**config.mk**
```make
export PLATFORM = sky130hd
export DESIGN_NAME = flgg_ctrl
export DESIGN_NICKNAME = d
export VERILOG_FILES = /design/src/design/flgg_pkg.sv /design/src/design/flgg_ctrl.sv
export SDC_FILE = /design/constraint.sdc
export NUM_CORES = 1
export LEC_CHECK = 0
export ABC_CLOCK_PERIOD_IN_PS = 1290
export BUFFER_PORTS_ARGS = -buffer_cell sky130_fd_sc_hd__buf_2
export CAP_MARGIN = 20
export CORE_AREA = 4 4 41 43
export CTS_CLUSTER_DIAMETER = 200
export DETAILED_ROUTE_END_ITERATION = 16
export DIE_AREA = 0 0 45 47
export PLACE_DENSITY_LB_ADDON = 0.08
export SETUP_SLACK_MARGIN = 0.5
export SLEW_MARGIN = 30
export SYNTH_ARGS = -nofsm -noshare
export SYNTH_HDL_FRONTEND = slang
export SYNTH_SLANG_ARGS = --single-unit
```
**constraint.sdc**
```tcl
create_clock -name aclk -period 1.29 [get_ports aclk]
set_input_delay 0.129 -clock aclk [delete_from_list [all_inputs] [get_ports aclk]]
set_output_delay 0.129 -clock aclk [all_outputs]
set_load 0.01 [all_outputs]
```
**src/design/flgg_pkg.sv**
```systemverilog
// Shared types and constants for the facility-location greedy gain unit.
// Used by flgg_ctrl, flgg_datapath and the top level; no dependencies.
`default_nettype none

package flgg_pkg;

    localparam int DEF_MAX_ELEMENTS = 64;

    // Field widths of the stream items and the configuration register
    localparam int OP_W     = 2;
    localparam int FIELD_W  = 6;
    localparam int WEIGHT_W = 32;
    localparam int SUM_W    = 48;
    localparam int ACT_W    = 7;

    localparam int S_TDATA_W = 48;   // 46 bits of fields, padded to whole bytes
    localparam int M_TDATA_W = 104;  // 102 bits of fields, padded to whole bytes

    typedef enum logic [OP_W-1:0] {
        OP_WRITE_WEIGHT  = 2'd0,
        OP_WRITE_MODULAR = 2'd1,
        OP_START         = 2'd2,
        OP_ADD_ELEMENT   = 2'd3
    } op_t;

    // Controller to datapath
    typedef struct packed {
        logic accept;  // input transaction taken this cycle
        logic load;    // seed the gain accumulator with the modular weight
        logic issue;   // read the next row of the element's column
        logic finish;  // commit the gain and load the output register
    } cmd_t;

    // Datapath to controller
    typedef struct packed {
        logic issue_done;  // every active row has been read
        logic pipe_busy;   // a row is still in the compare stage
        logic out_free;    // output register can take a new result
    } sts_t;

endpackage

`default_nettype wire

```
**src/design/flgg_ctrl.sv**
```systemverilog
// Sequencer for the greedy gain unit: accepts items, walks the active rows.
// Depends on flgg_pkg; drives the command struct read by flgg_datapath.
`default_nettype none

module flgg_ctrl (
    input  wire logic          aclk,
    input  wire logic          aresetn,
    input  wire logic          s_tvalid,
    output logic               s_tready,
    input  wire flgg_pkg::op_t in_op,
    input  wire flgg_pkg::sts_t sts,
    output flgg_pkg::cmd_t     cmd
);
    import flgg_pkg::*;

    typedef enum logic [1:0] {
        ST_IDLE,
        ST_LOAD,
        ST_SCAN,
        ST_DONE
    } state_t;

    state_t state_reg;
    state_t state_next;

    always_comb begin
        state_next = state_reg;
        cmd        = '0;
        unique case (state_reg)
            ST_IDLE: begin
                cmd.accept = s_tvalid;
                if (s_tvalid && (in_op == OP_ADD_ELEMENT)) begin
                    state_next = ST_LOAD;
                end
            end
            ST_LOAD: begin
                cmd.load   = 1'b1;
                state_next = ST_SCAN;
            end
            ST_SCAN: begin
                cmd.issue = !sts.issue_done;
                if (sts.issue_done && !sts.pipe_busy) begin
                    state_next = ST_DONE;
                end
            end
            ST_DONE: begin
                // hold the result until the output register frees up
                if (sts.out_free) begin
                    cmd.finish = 1'b1;
                    state_next = ST_IDLE;
                end
            end
            default: state_next = ST_IDLE;
        endcase
    end

    assign s_tready = (state_reg == ST_IDLE);

    always_ff @(posedge aclk) begin
        if (!aresetn) begin
            state_reg <= ST_IDLE;
        end else begin
            state_reg <= state_next;
        end
    end

endmodule

`default_nettype wire

```
* After elaboration in Yosys (flattened, before gate mapping)
Cells that the tools add are included.
Cells by class: reductions and logical operators 6, muxes and demuxes 9, equal/unequal tests 7
Operators with widths (count):
- $pmux 2 s4 | 1
- $eq 2x2->1 const B | 3
- $mux 2 | 3
- $mux 1 | 5
- $ne 2x2->1 const B | 2
- $reduce_and 3->1 | 1
- $eq 2x1->1 const B | 1
- $logic_and 1x1->1 | 2
- $logic_not 1->1 | 2
- $logic_not 2->1 | 1
- $ne 2x1->1 const B | 1
Word-level totals: output and inout port bits 5, register bits 2, word-level logic and storage cells 23, input bits 8

* Depth between registers and ports, before layout
Gate-level depths: netlist (run 1).
word-level depth 4, depth in mapped cells 4, mapped depth without buffers 4

* Worst setup path before layout (run 1)
OpenSTA, ideal clock, no wires.
path type reg-to-reg, start register state_reg[0], end register state_reg[0], path buffers 0, path slack -0.064 ns, setup time 0.072 ns, stages on the path, launching flop included 5, clock period less this slack 1.354 ns, data required time 1.218 ns, arrival time 1.282 ns, cell sequence dfxtp_1 inv_1 ha_1 a222oi_1 mux2i_1
Between the ends: word-level cells in the longest chain between the ends 3, elaborated cells between the ends (all ways) 9, classes of those cells eq/ne: 6; mux: 1; reduce/logical: 2
RTL lines:
- start, declared | RTL line flgg_ctrl.sv:23 | state_t state_reg;
- start signal, assigned | RTL line flgg_ctrl.sv:63 | state_reg <= state_next;
- $logic_not 2->1 (*)
- net s_tready | RTL line flgg_ctrl.sv:9 | output logic s_tready,
- $ne 2x1->1 (no source line)
- $reduce_and 3->1 (no source line)
Mark *: on every way through the listed nets, which the timed path passes. The rest lies on a longest branch. A chain may end at the register's enable or synchronous reset.

==> results of run 1 <==
[layout make-up]
cell class              instances  area [um2]  share of cell area
inverters                       3       16.27             0.03801
well taps                      15       18.77             0.04386
multi-input cells              17       188.9              0.4415
clock buffers                   3       22.52             0.05263
repair buffers                 18       133.9              0.3129
flip-flops and latches          2       47.55              0.1111
[layer usage]
| metal | global-route usage | routed length (um) |
|---|---|---|
| met5 | 0 | 0 |
| met4 | 0.03509 | 0 |
| met3 | 0.01916 | 30 |
| met2 | 0.1073 | 325 |
| met1 | 0.06321 | 219 |
[synthesized netlist by cell type]
cell                       number
sky130_fd_sc_hd__ha_1           5
sky130_fd_sc_hd__dfxtp_1        2
sky130_fd_sc_hd__a222oi_1       1
sky130_fd_sc_hd__nand2b_1       1
sky130_fd_sc_hd__o21ai_0        1
sky130_fd_sc_hd__nor2b_1        1
sky130_fd_sc_hd__nand3_1        1
sky130_fd_sc_hd__inv_1          3
sky130_fd_sc_hd__nand2_1        3
sky130_fd_sc_hd__and2_1         2
sky130_fd_sc_hd__mux2i_1        2
[worst paths after layout]
path	from	end	slack, ns	depth (start not counted)
worst min-delay path	aresetn	state_reg[1]	0.18	3
worst max register to register	state_reg[0]	state_reg[0]	-0.01	5
worst min register to register	state_reg[1]	state_reg[1]	0.51	2
worst max-delay path	state_reg[0]	cmd[1]	-0.06	6
[report_power, final]
| group | total (mW) | switching (mW) | internal, mW | leakage [nW] |
|---|---|---|---|---|
| registers | 0.130 | 0.0354 | 0.0941 | 0.0178 |
| clock network | 0.134 | 0.0314 | 0.102 | 0.0138 |
| logic | 0.453 | 0.178 | 0.275 | 0.169 |
| total | 0.716 | 0.245 | 0.471 | 0.200 |
[what timing repair did]
| item | 4_1_cts | 5_1_grt |
|---|---|---|
| resized for setup | 7 | 5 |
| buffers inserted | 4 | 1 |
| endpoints found under the setup margin | 7 | 7 |
| pin swaps | 2 | 3 |
[worst reg2reg max path: stages (launching register included)]
cell and delay, ns:
sky130_fd_sc_hd__dfxtp_4 0.36, sky130_fd_sc_hd__inv_4 0.05, sky130_fd_sc_hd__ha_4 0.15, sky130_fd_sc_hd__a222oi_1 0.31, sky130_fd_sc_hd__buf_4 0.18, sky130_fd_sc_hd__mux2i_1 0.18
[logic make-up (layout without fill, tap and decap cells)]
kind of cell             count (synthesis)  after routing  share of synthesized area
multiplexers                             2              2                     0.1053
AND/OR/NAND/NOR                          8              8                     0.2171
buffers and inverters                    3             24                    0.05921
flip-flops                               2              2                     0.2105
adder cells (fa/ha/maj)                  5              5                     0.3289
AO/OA/AOI/OAI                            2              2                    0.07892
[stage by stage]
step	hold slack [ns]	std cells	power, mW	utilization
after floorplan	0.2675	22	0.3114	-
after global placement	0.4126	50	0.4157	0.2394
after detailed placement	0.4095	50	0.4144	0.2394
after CTS	0.1739	57	0.6552	0.3067
after global routing	0.1812	58	0.7851	0.3288
final	0.1761	58	0.7160	0.3288
==> flow_metrics.py, run 1 <==
metrics = {
    "run_status": {
        "outcome": "complete, but fails checks",
        "violations": "negative setup slack",
    },
    "setup_path": {
        "criticalPathCategory": "flip-flop to output port",
        "cp_max_fo": 3,
        "timing.critical_path.required_ns": 1.16,
        "worstSetupEndpointType": "output port",
        "worstPathArrival_ns": 1.22,
        "timing.critical_path.mode_cell": "sky130_fd_sc_hd__buf_6",
        "crit_path_top_delay_cell": "sky130_fd_sc_hd__dfxtp_4",
        "cp_max_stage_delay_ns": 0.36,
        "critical_path_buf_inv_count": 4,
        "crit_chain": "inv_4, ha_4, buf_4, buf_6, nor2b_4, buf_6",
        "path_delay_family": "buffers and inverters",
        "start_kind": "flip-flop",
    },
    "die": {
        "placementRows": 13,
        "initial_core_util": 0.1462,
        "floorplan.io_pins": 13,
        "chipHeight_um": 47,
        "coreArea_mm2": 0.001301,
        "overall_die_area_mm2": 0.002115,
        "die_width_um": 45,
    },
    "global_routing": {
        "grt_overflow": 0,
        "grt_pass1_vias": 208,
        "grt_start_max_net_pins": 5,
        "antenna_found_initial": 0,
        "grt_pass1_wl_um": 910,
        "global_routing_usage_summed_across_all_routing_layers": 0.06068,
    },
    "cells_and_area": {
        "post_route_cells_drive_above_1_share": 0.7209,
        "postLayoutCellArea_um2": 427.9,
        "layout.cells.most_common": "sky130_fd_sc_hd__buf_2",
        "layout.filler_cells": 150,
        "largest_reg_flops": 2,
        "nets": 58,
        "num_antenna_cells": 0,
        "area_delta_synth_final_pct": 125.0,
        "mostFrequentLayoutCells": "sky130_fd_sc_hd__buf_2 (8), sky130_fd_sc_hd__buf_6 (5), sky130_fd_sc_hd__buf_4 (5)",
    },
    "timing": {
        "timing.fmax_mhz": 741.7,
        "setup_failing_eps_final": 2,
        "finalWorstPathRequiredPeriod_ns": 1.348,
        "setup_ws_ns": -0.05817,
        "fin_tns_setup_ns": -0.07221,
        "max_transition_viols_final": 0,
        "tightestPinTransition_ns": 0.2902,
        "clock_skew_ns": 0.004018,
        "timing_hold_violations_final": 0,
        "layout_worst_path_cycle_share": 1.045,
        "rsz0062_at_grt": "true",
        "timing.max_slew.rel_slack": 0.8065,
    },
    "power": {
        "ir_worst_vdd_mv": 0.5528,
        "power.static_leakage_nw": 0.2002,
        "power.density_mw_per_mm2": 1673,
    },
    "yosys": {
        "fraction_of_the_yosys_area_taken_by_sequential_cells": 0.2105,
        "postSynthRegisterBits": 2,
        "synth_area_um2": 190.2,
        "yosys_warnings": 0,
        "synthTopCellsByArea": "sky130_fd_sc_hd__ha_1 (33%), sky130_fd_sc_hd__dfxtp_1 (21%), sky130_fd_sc_hd__mux2i_1 (11%)",
        "post-synth-top-area-fraction": 0.3289,
        "postSynthCellCount": 22,
        "netlist-cell-type-count": 11,
        "synthDominantAreaCellType": "sky130_fd_sc_hd__ha_1",
        "synth.avg_cell_area_um2": 8.645,
        "syn-num-nets": 35,
    },
    "cts": {
        "cts.root.buffer_cell": "sky130_fd_sc_hd__clkbuf_4",
        "cts_made_buffers": 3,
        "tritoncts": "yes",
        "htree_num_levels": 1,
        "max-clock-path-buffers": 2,
        "clock_sinks": 2,
        "clkSlewWorstSetupHoldPaths_ns": 0.03,
        "cts_hold_buf": 0,
        "worstSkewPairLatency_ns": 0.22,
    },
    "drt": {
        "route.antenna.remaining_nets": 0,
        "drt-pass1-iter-count": 4,
        "vias": 231,
        "wl_per_cell_um": 9.931,
        "average_via_count_per_standard_cell": 3.983,
        "drcViolationCount": 0,
        "postRouteWirelength_um": 576,
        "first_iter_violations": 2,
    },
    "job": {
        "number_of_maximum_capacitance_constraint_violations": 0,
    },
    "placement": {
        "worst_slack_at_placement_ns": -0.04119,
        "placement.cell_area_um2": 311.5,
        "portBuffers": 12,
        "place_congestion": 0.7111,
    },
    "hold_path": {
        "min-delay-path-class": "primary input to flip-flop",
    },
}
No activity file was read; power rests on OpenSTA's default activity.
==> run 2, diff against run 1 <==
--- a/config.mk
+++ b/config.mk
@@ -7,3 +7,3 @@
 export LEC_CHECK = 0
-export ABC_CLOCK_PERIOD_IN_PS = 1290
+export ABC_CLOCK_PERIOD_IN_PS = 1580
 export BUFFER_PORTS_ARGS = -buffer_cell sky130_fd_sc_hd__buf_2
==> constraint.sdc (replaced) <==
create_clock -name aclk -period 1.58 [get_ports aclk]
set_input_delay 0.316 -clock aclk [delete_from_list [all_inputs] [get_ports aclk]]
set_output_delay 0.316 -clock aclk [all_outputs]
set_load 0.01 [all_outputs]
==> flow_metrics.py, run 2 (same netlist as run 1, synthesis figures left out) <==
metrics = {
    "die": {
        "initial_core_util": 0.1462,
        "coreArea_mm2": 0.001301,
        "floorplan.io_pins": 13,
        "die_width_um": 45,
        "chipHeight_um": 47,
        "placementRows": 13,
        "overall_die_area_mm2": 0.002115,
    },
    "job": {
        "number_of_maximum_capacitance_constraint_violations": 0,
    },
    "setup_path": {
        "worstSetupEndpointType": "output port",
        "worst_r2r_path_depth": 4,
        "start_kind": "flip-flop",
        "worst_setup_path_endpoint": "cmd[3]",
        "r2r_start": "state_reg[1]",
        "crit_path_top_delay_cell": "sky130_fd_sc_hd__dfxtp_4",
        "worstSetupPathDepth": 4,
        "cp_max_stage_delay_ns": 0.37,
        "worstPathArrival_ns": 1.06,
        "crit_chain": "inv_4, ha_4, and2_1, buf_2",
        "path_delay_family": "flip-flops",
        "timing.critical_path.required_ns": 1.26,
        "critical_path_buf_inv_count": 2,
        "r2r-end": "state_reg[0]",
        "cp_max_fo": 4,
        "worst_setup_path_startpoint": "state_reg[1]",
        "r2r_slack_ns": 0.30,
        "criticalPathCategory": "flip-flop to output port",
    },
    "drt": {
        "route.antenna.remaining_nets": 0,
        "first_iter_violations": 12,
        "average_via_count_per_standard_cell": 3.796,
        "vias": 205,
        "postRouteWirelength_um": 536,
        "wl_per_cell_um": 9.926,
        "drt-pass1-iter-count": 4,
        "drcViolationCount": 0,
    },
    "cts": {
        "max-clock-path-buffers": 2,
        "clock_sinks": 2,
        "clkSlewWorstSetupHoldPaths_ns": 0.03,
        "worstSkewPairLatency_ns": 0.23,
        "cts_made_buffers": 3,
        "cts.root.buffer_cell": "sky130_fd_sc_hd__clkbuf_4",
        "tritoncts": "yes",
        "htree_num_levels": 1,
    },
    "global_routing": {
        "global_routing_usage_summed_across_all_routing_layers": 0.06541,
        "grt_start_max_net_pins": 5,
        "grt_overflow": 0,
        "grt_pass1_vias": 227,
        "grt_pass1_wl_um": 917,
        "antenna_found_initial": 0,
    },
    "cells_and_area": {
        "mostFrequentLayoutCells": "sky130_fd_sc_hd__buf_2 (12), sky130_fd_sc_hd__nand2_1 (3), sky130_fd_sc_hd__clkbuf_4 (3)",
        "number_of_cells_in_the_finished_layout_apart_from_fillers": 54,
        "largest_reg_flops": 2,
        "nets": 54,
        "area_delta_synth_final_pct": 86.18,
        "post_route_cells_drive_above_1_share": 0.6410,
        "layout.filler_cells": 157,
        "layout.cells.most_common": "sky130_fd_sc_hd__buf_2",
        "finalCoreUtilization": 0.2721,
        "num_antenna_cells": 0,
    },
    "timing": {
        "tightestPinTransition_ns": 0.2581,
        "timing_hold_violations_final": 0,
        "rsz0062_at_grt": "true",
        "fin_tns_setup_ns": 0,
        "timing.fmax_mhz": 729.1,
        "setup_failing_eps_final": 0,
        "timing.max_slew.rel_slack": 0.8279,
        "max_transition_viols_final": 0,
        "layout_worst_path_cycle_share": 0.8681,
        "clock_skew_ns": 0.005686,
        "finalWorstPathRequiredPeriod_ns": 1.372,
    },
    "power": {
        "ir_worst_vdd_mv": 0.3949,
        "power.static_leakage_nw": 0.1686,
        "power.density_mw_per_mm2": 1344,
    },
    "run_status": {
        "outcome": "finished, final reports clean",
    },
    "placement": {
        "placed_wire_length_estimate_after_detailed_placement_um": 429.7,
        "place_congestion": 0.7225,
        "portBuffers": 12,
        "dpl.cell_count": 49,
    },
    "hold_path": {
        "min-delay-path-class": "primary input to flip-flop",
    },
}
run 2: routing by layer:
metal	global-route usage	wire length [um]	up-vias
li1	-	-	107
met1	0.05869	220	89
met2	0.09887	252	9
met3	0.04981	63	0
met4	0.05263	0	0
met5	0	0	-
run 2: how the worst min path moves through the flow:
stage / startpoint / endpoint / slack [ns] / cells after the start
3_3_place_gp: state_reg[1] / state_reg[1] / 0.50 / 2
4_1_cts: aresetn / state_reg[1] / 0.35 / 3
5_1_grt: aresetn / state_reg[1] / 0.37 / 3
6_report: aresetn / state_reg[1] / 0.37 / 3
2_1_floorplan: aresetn / state_reg[0] / 0.45 / 2
3_5_place_dp: state_reg[1] / state_reg[1] / 0.50 / 2
run 2: timing repair:
item,CTS,global route
buffers inserted,2,0
gates resized for setup,3,1
pin swaps,3,0
setup endpoints to repair,7,7
endpoints found under the hold margin,0,0
hold buffers,0,0
gates cloned,0,0
run 2: layout make-up:
cell class	count	area, um2	share of cell area
multi-input cells	17	173.9	0.4912
flip-flops and latches	2	47.55	0.1343
well taps	15	18.77	0.05300
clock buffers	3	22.52	0.06360
repair buffers	14	75.07	0.2120
inverters	3	16.27	0.04594
run 2: worst register-to-register path, stage by stage, from the launching register on:
cell	delay (ns)
sky130_fd_sc_hd__dfxtp_4	0.36
sky130_fd_sc_hd__ha_2	0.18
sky130_fd_sc_hd__a222oi_1	0.30
sky130_fd_sc_hd__buf_4	0.17
sky130_fd_sc_hd__mux2i_1	0.18
run 2: power by group:
part | switching, mW | internal, mW | total (mW) | leakage (nW)
logic | 0.118 | 0.137 | 0.255 | 0.137
clock network | 0.0307 | 0.0840 | 0.115 | 0.0138
registers | 0.0290 | 0.0768 | 0.106 | 0.0178
run 2: through the flow:
stage | hold slack [ns] | cell area, um2 | power [mW] | setup slack (ns)
2_1_floorplan | 0.4545 | 222.7 | 0.2531 | 0.3237
3_3_place_gp | 0.5038 | 301.5 | 0.3243 | 0.2096
3_5_place_dp | 0.4969 | 301.5 | 0.3233 | 0.2218
4_1_cts | 0.3536 | 346.6 | 0.4854 | 0.1925
5_1_grt | 0.3703 | 354.1 | 0.5388 | 0.1494
6_report | 0.3667 | 354.1 | 0.4758 | 0.2084
==> run 3, diff against run 2 <==
- CTS_BUF_LIST: default -> sky130_fd_sc_hd__clkbuf_16
==> flow_metrics.py, run 3 (same netlist as run 1, synthesis figures left out) <==
metrics = {
    "placement": {
        "placement.cell_area_um2": 301.5,
        "worst_slack_at_placement_ns": 0.2218,
        "place_congestion": 0.7225,
        "portBuffers": 12,
        "placed_wire_length_estimate_after_detailed_placement_um": 429.7,
    },
    "die": {
        "floorplan.io_pins": 13,
        "initial_core_util": 0.1462,
        "overall_die_area_mm2": 0.002115,
        "chipHeight_um": 47,
        "placementRows": 13,
        "coreArea_mm2": 0.001301,
        "die_width_um": 45,
    },
    "cts": {
        "clkSlewWorstSetupHoldPaths_ns": 0.03,
        "tritoncts": "yes",
        "max-clock-path-buffers": 2,
        "cts_made_buffers": 3,
        "cts.root.buffer_cell": "sky130_fd_sc_hd__clkbuf_16",
        "clock_sinks": 2,
        "worstSkewPairLatency_ns": 0.22,
        "htree_num_levels": 1,
    },
    "timing": {
        "layout_worst_path_cycle_share": 0.8755,
        "timing.max_slew.rel_slack": 0.8275,
        "setup_failing_eps_final": 0,
        "timing_hold_violations_final": 0,
        "rsz0062_at_grt": "true",
        "timing.fmax_mhz": 722.9,
        "fin_tns_setup_ns": 0,
        "clock_skew_ns": 0.001401,
        "max_transition_viols_final": 0,
        "tightestPinTransition_ns": 0.2587,
        "setup_ws_ns": 0.1967,
        "finalWorstPathRequiredPeriod_ns": 1.383,
    },
    "global_routing": {
        "grt_pass1_vias": 234,
        "grt_pass1_wl_um": 979,
        "grt_start_max_net_pins": 5,
        "grt_overflow": 0,
        "antenna_found_initial": 0,
        "global_routing_usage_summed_across_all_routing_layers": 0.06940,
    },
    "setup_path": {
        "cp_max_fo": 4,
        "worstSetupEndpointType": "output port",
        "criticalPathCategory": "flip-flop to output port",
        "timing.critical_path.required_ns": 1.26,
        "worstPathArrival_ns": 1.07,
        "start_kind": "flip-flop",
    },
    "drt": {
        "drt-pass1-iter-count": 4,
        "vias": 219,
        "first_iter_violations": 6,
        "drcViolationCount": 0,
        "postRouteWirelength_um": 573,
        "route.antenna.remaining_nets": 0,
        "wl_per_cell_um": 10.23,
        "average_via_count_per_standard_cell": 3.911,
    },
    "cells_and_area": {
        "area_delta_synth_final_pct": 132.9,
        "layout.cells.most_common": "sky130_fd_sc_hd__buf_2",
        "num_antenna_cells": 0,
        "nets": 56,
        "post_route_cells_drive_above_1_share": 0.6585,
        "finalCoreUtilization": 0.3404,
        "largest_reg_flops": 2,
        "postLayoutCellArea_um2": 442.9,
    },
    "power": {
        "ir_worst_vdd_mv": 0.7362,
        "power.density_mw_per_mm2": 1821,
        "power.total_mw": 0.8067,
        "power.static_leakage_nw": 0.2052,
    },
    "hold_path": {
        "min-delay-path-class": "primary input to flip-flop",
    },
    "job": {
        "number_of_maximum_capacitance_constraint_violations": 0,
    },
    "run_status": {
        "outcome": "finished, final reports clean",
    },
}
## run 3: cell types whose count changed in the layout (fill, tap and decap cells not counted)
cell	change
sky130_fd_sc_hd__clkbuf_16	+3
sky130_fd_sc_hd__buf_2	-2
sky130_fd_sc_hd__nor2b_1	+1
sky130_fd_sc_hd__clkbuf_4	-3
sky130_fd_sc_hd__ha_1	-1
sky130_fd_sc_hd__ha_4	+1
sky130_fd_sc_hd__buf_6	+3
sky130_fd_sc_hd__buf_4	+1
sky130_fd_sc_hd__nor2b_4	-1
## run 3: path summary, 6_finish.rpt
kind,cells after the start,end,startpoint,slack [ns]
setup / recovery,4,cmd[3],state_reg[1],0.20
hold reg to reg,2,state_reg[1],state_reg[1],0.53
hold / removal,3,state_reg[1],aresetn,0.38
setup reg to reg,4,state_reg[0],state_reg[1],0.29
## run 3: worst max-delay path, cell delays in order (launching register included)
cell                      delay (ns)
sky130_fd_sc_hd__dfxtp_4        0.38
sky130_fd_sc_hd__inv_4          0.05
sky130_fd_sc_hd__ha_4           0.16
sky130_fd_sc_hd__and2_1         0.12
sky130_fd_sc_hd__buf_2          0.13
## run 3: power breakdown
group,internal (mW),total [mW],switching (mW)
combinational,0.186,0.315,0.130
clock,0.322,0.378,0.0566
sequential,0.0770,0.113,0.0359
total,0.585,0.807,0.222
## run 3: cell type report
cell class | count | area [um2]
Tap cell | 15 | 18.77
Sequential cell | 2 | 47.55
Fill cell | 148 | 858.3
Inverter | 3 | 16.27
Clock buffer | 3 | 75.07
Multi-Input combinational cell | 17 | 178.9
Timing Repair Buffer | 16 | 106.4
## run 3: what timing repair did
action,4_1_cts,5_1_grt
pin swaps,3,3
endpoints found under the setup margin,7,7
gates resized for setup,4,4
hold buffers,0,0
setup buffers,3,1
cloned,0,0
## run 3: stage by stage
| stage | hold slack, ns | instances |
|---|---|---|
| 2_1_floorplan | 0.4545 | 22 |
| 3_3_place_gp | 0.5038 | 49 |
| 3_5_place_dp | 0.4969 | 49 |
| 4_1_cts | 0.3750 | 55 |
| 5_1_grt | 0.4052 | 56 |
| 6_report | 0.3768 | 56 |
## run 3: layer usage
metal / vias to the layer above / share of wire / track usage
met2: 13 / 0.49 / 0.1102
met4: 0 / 0 / 0.03509
met3: 0 / 0.14 / 0.04981
met5: - / 0 / 0
met1: 92 / 0.36 / 0.06787
li1: 114 / - / -
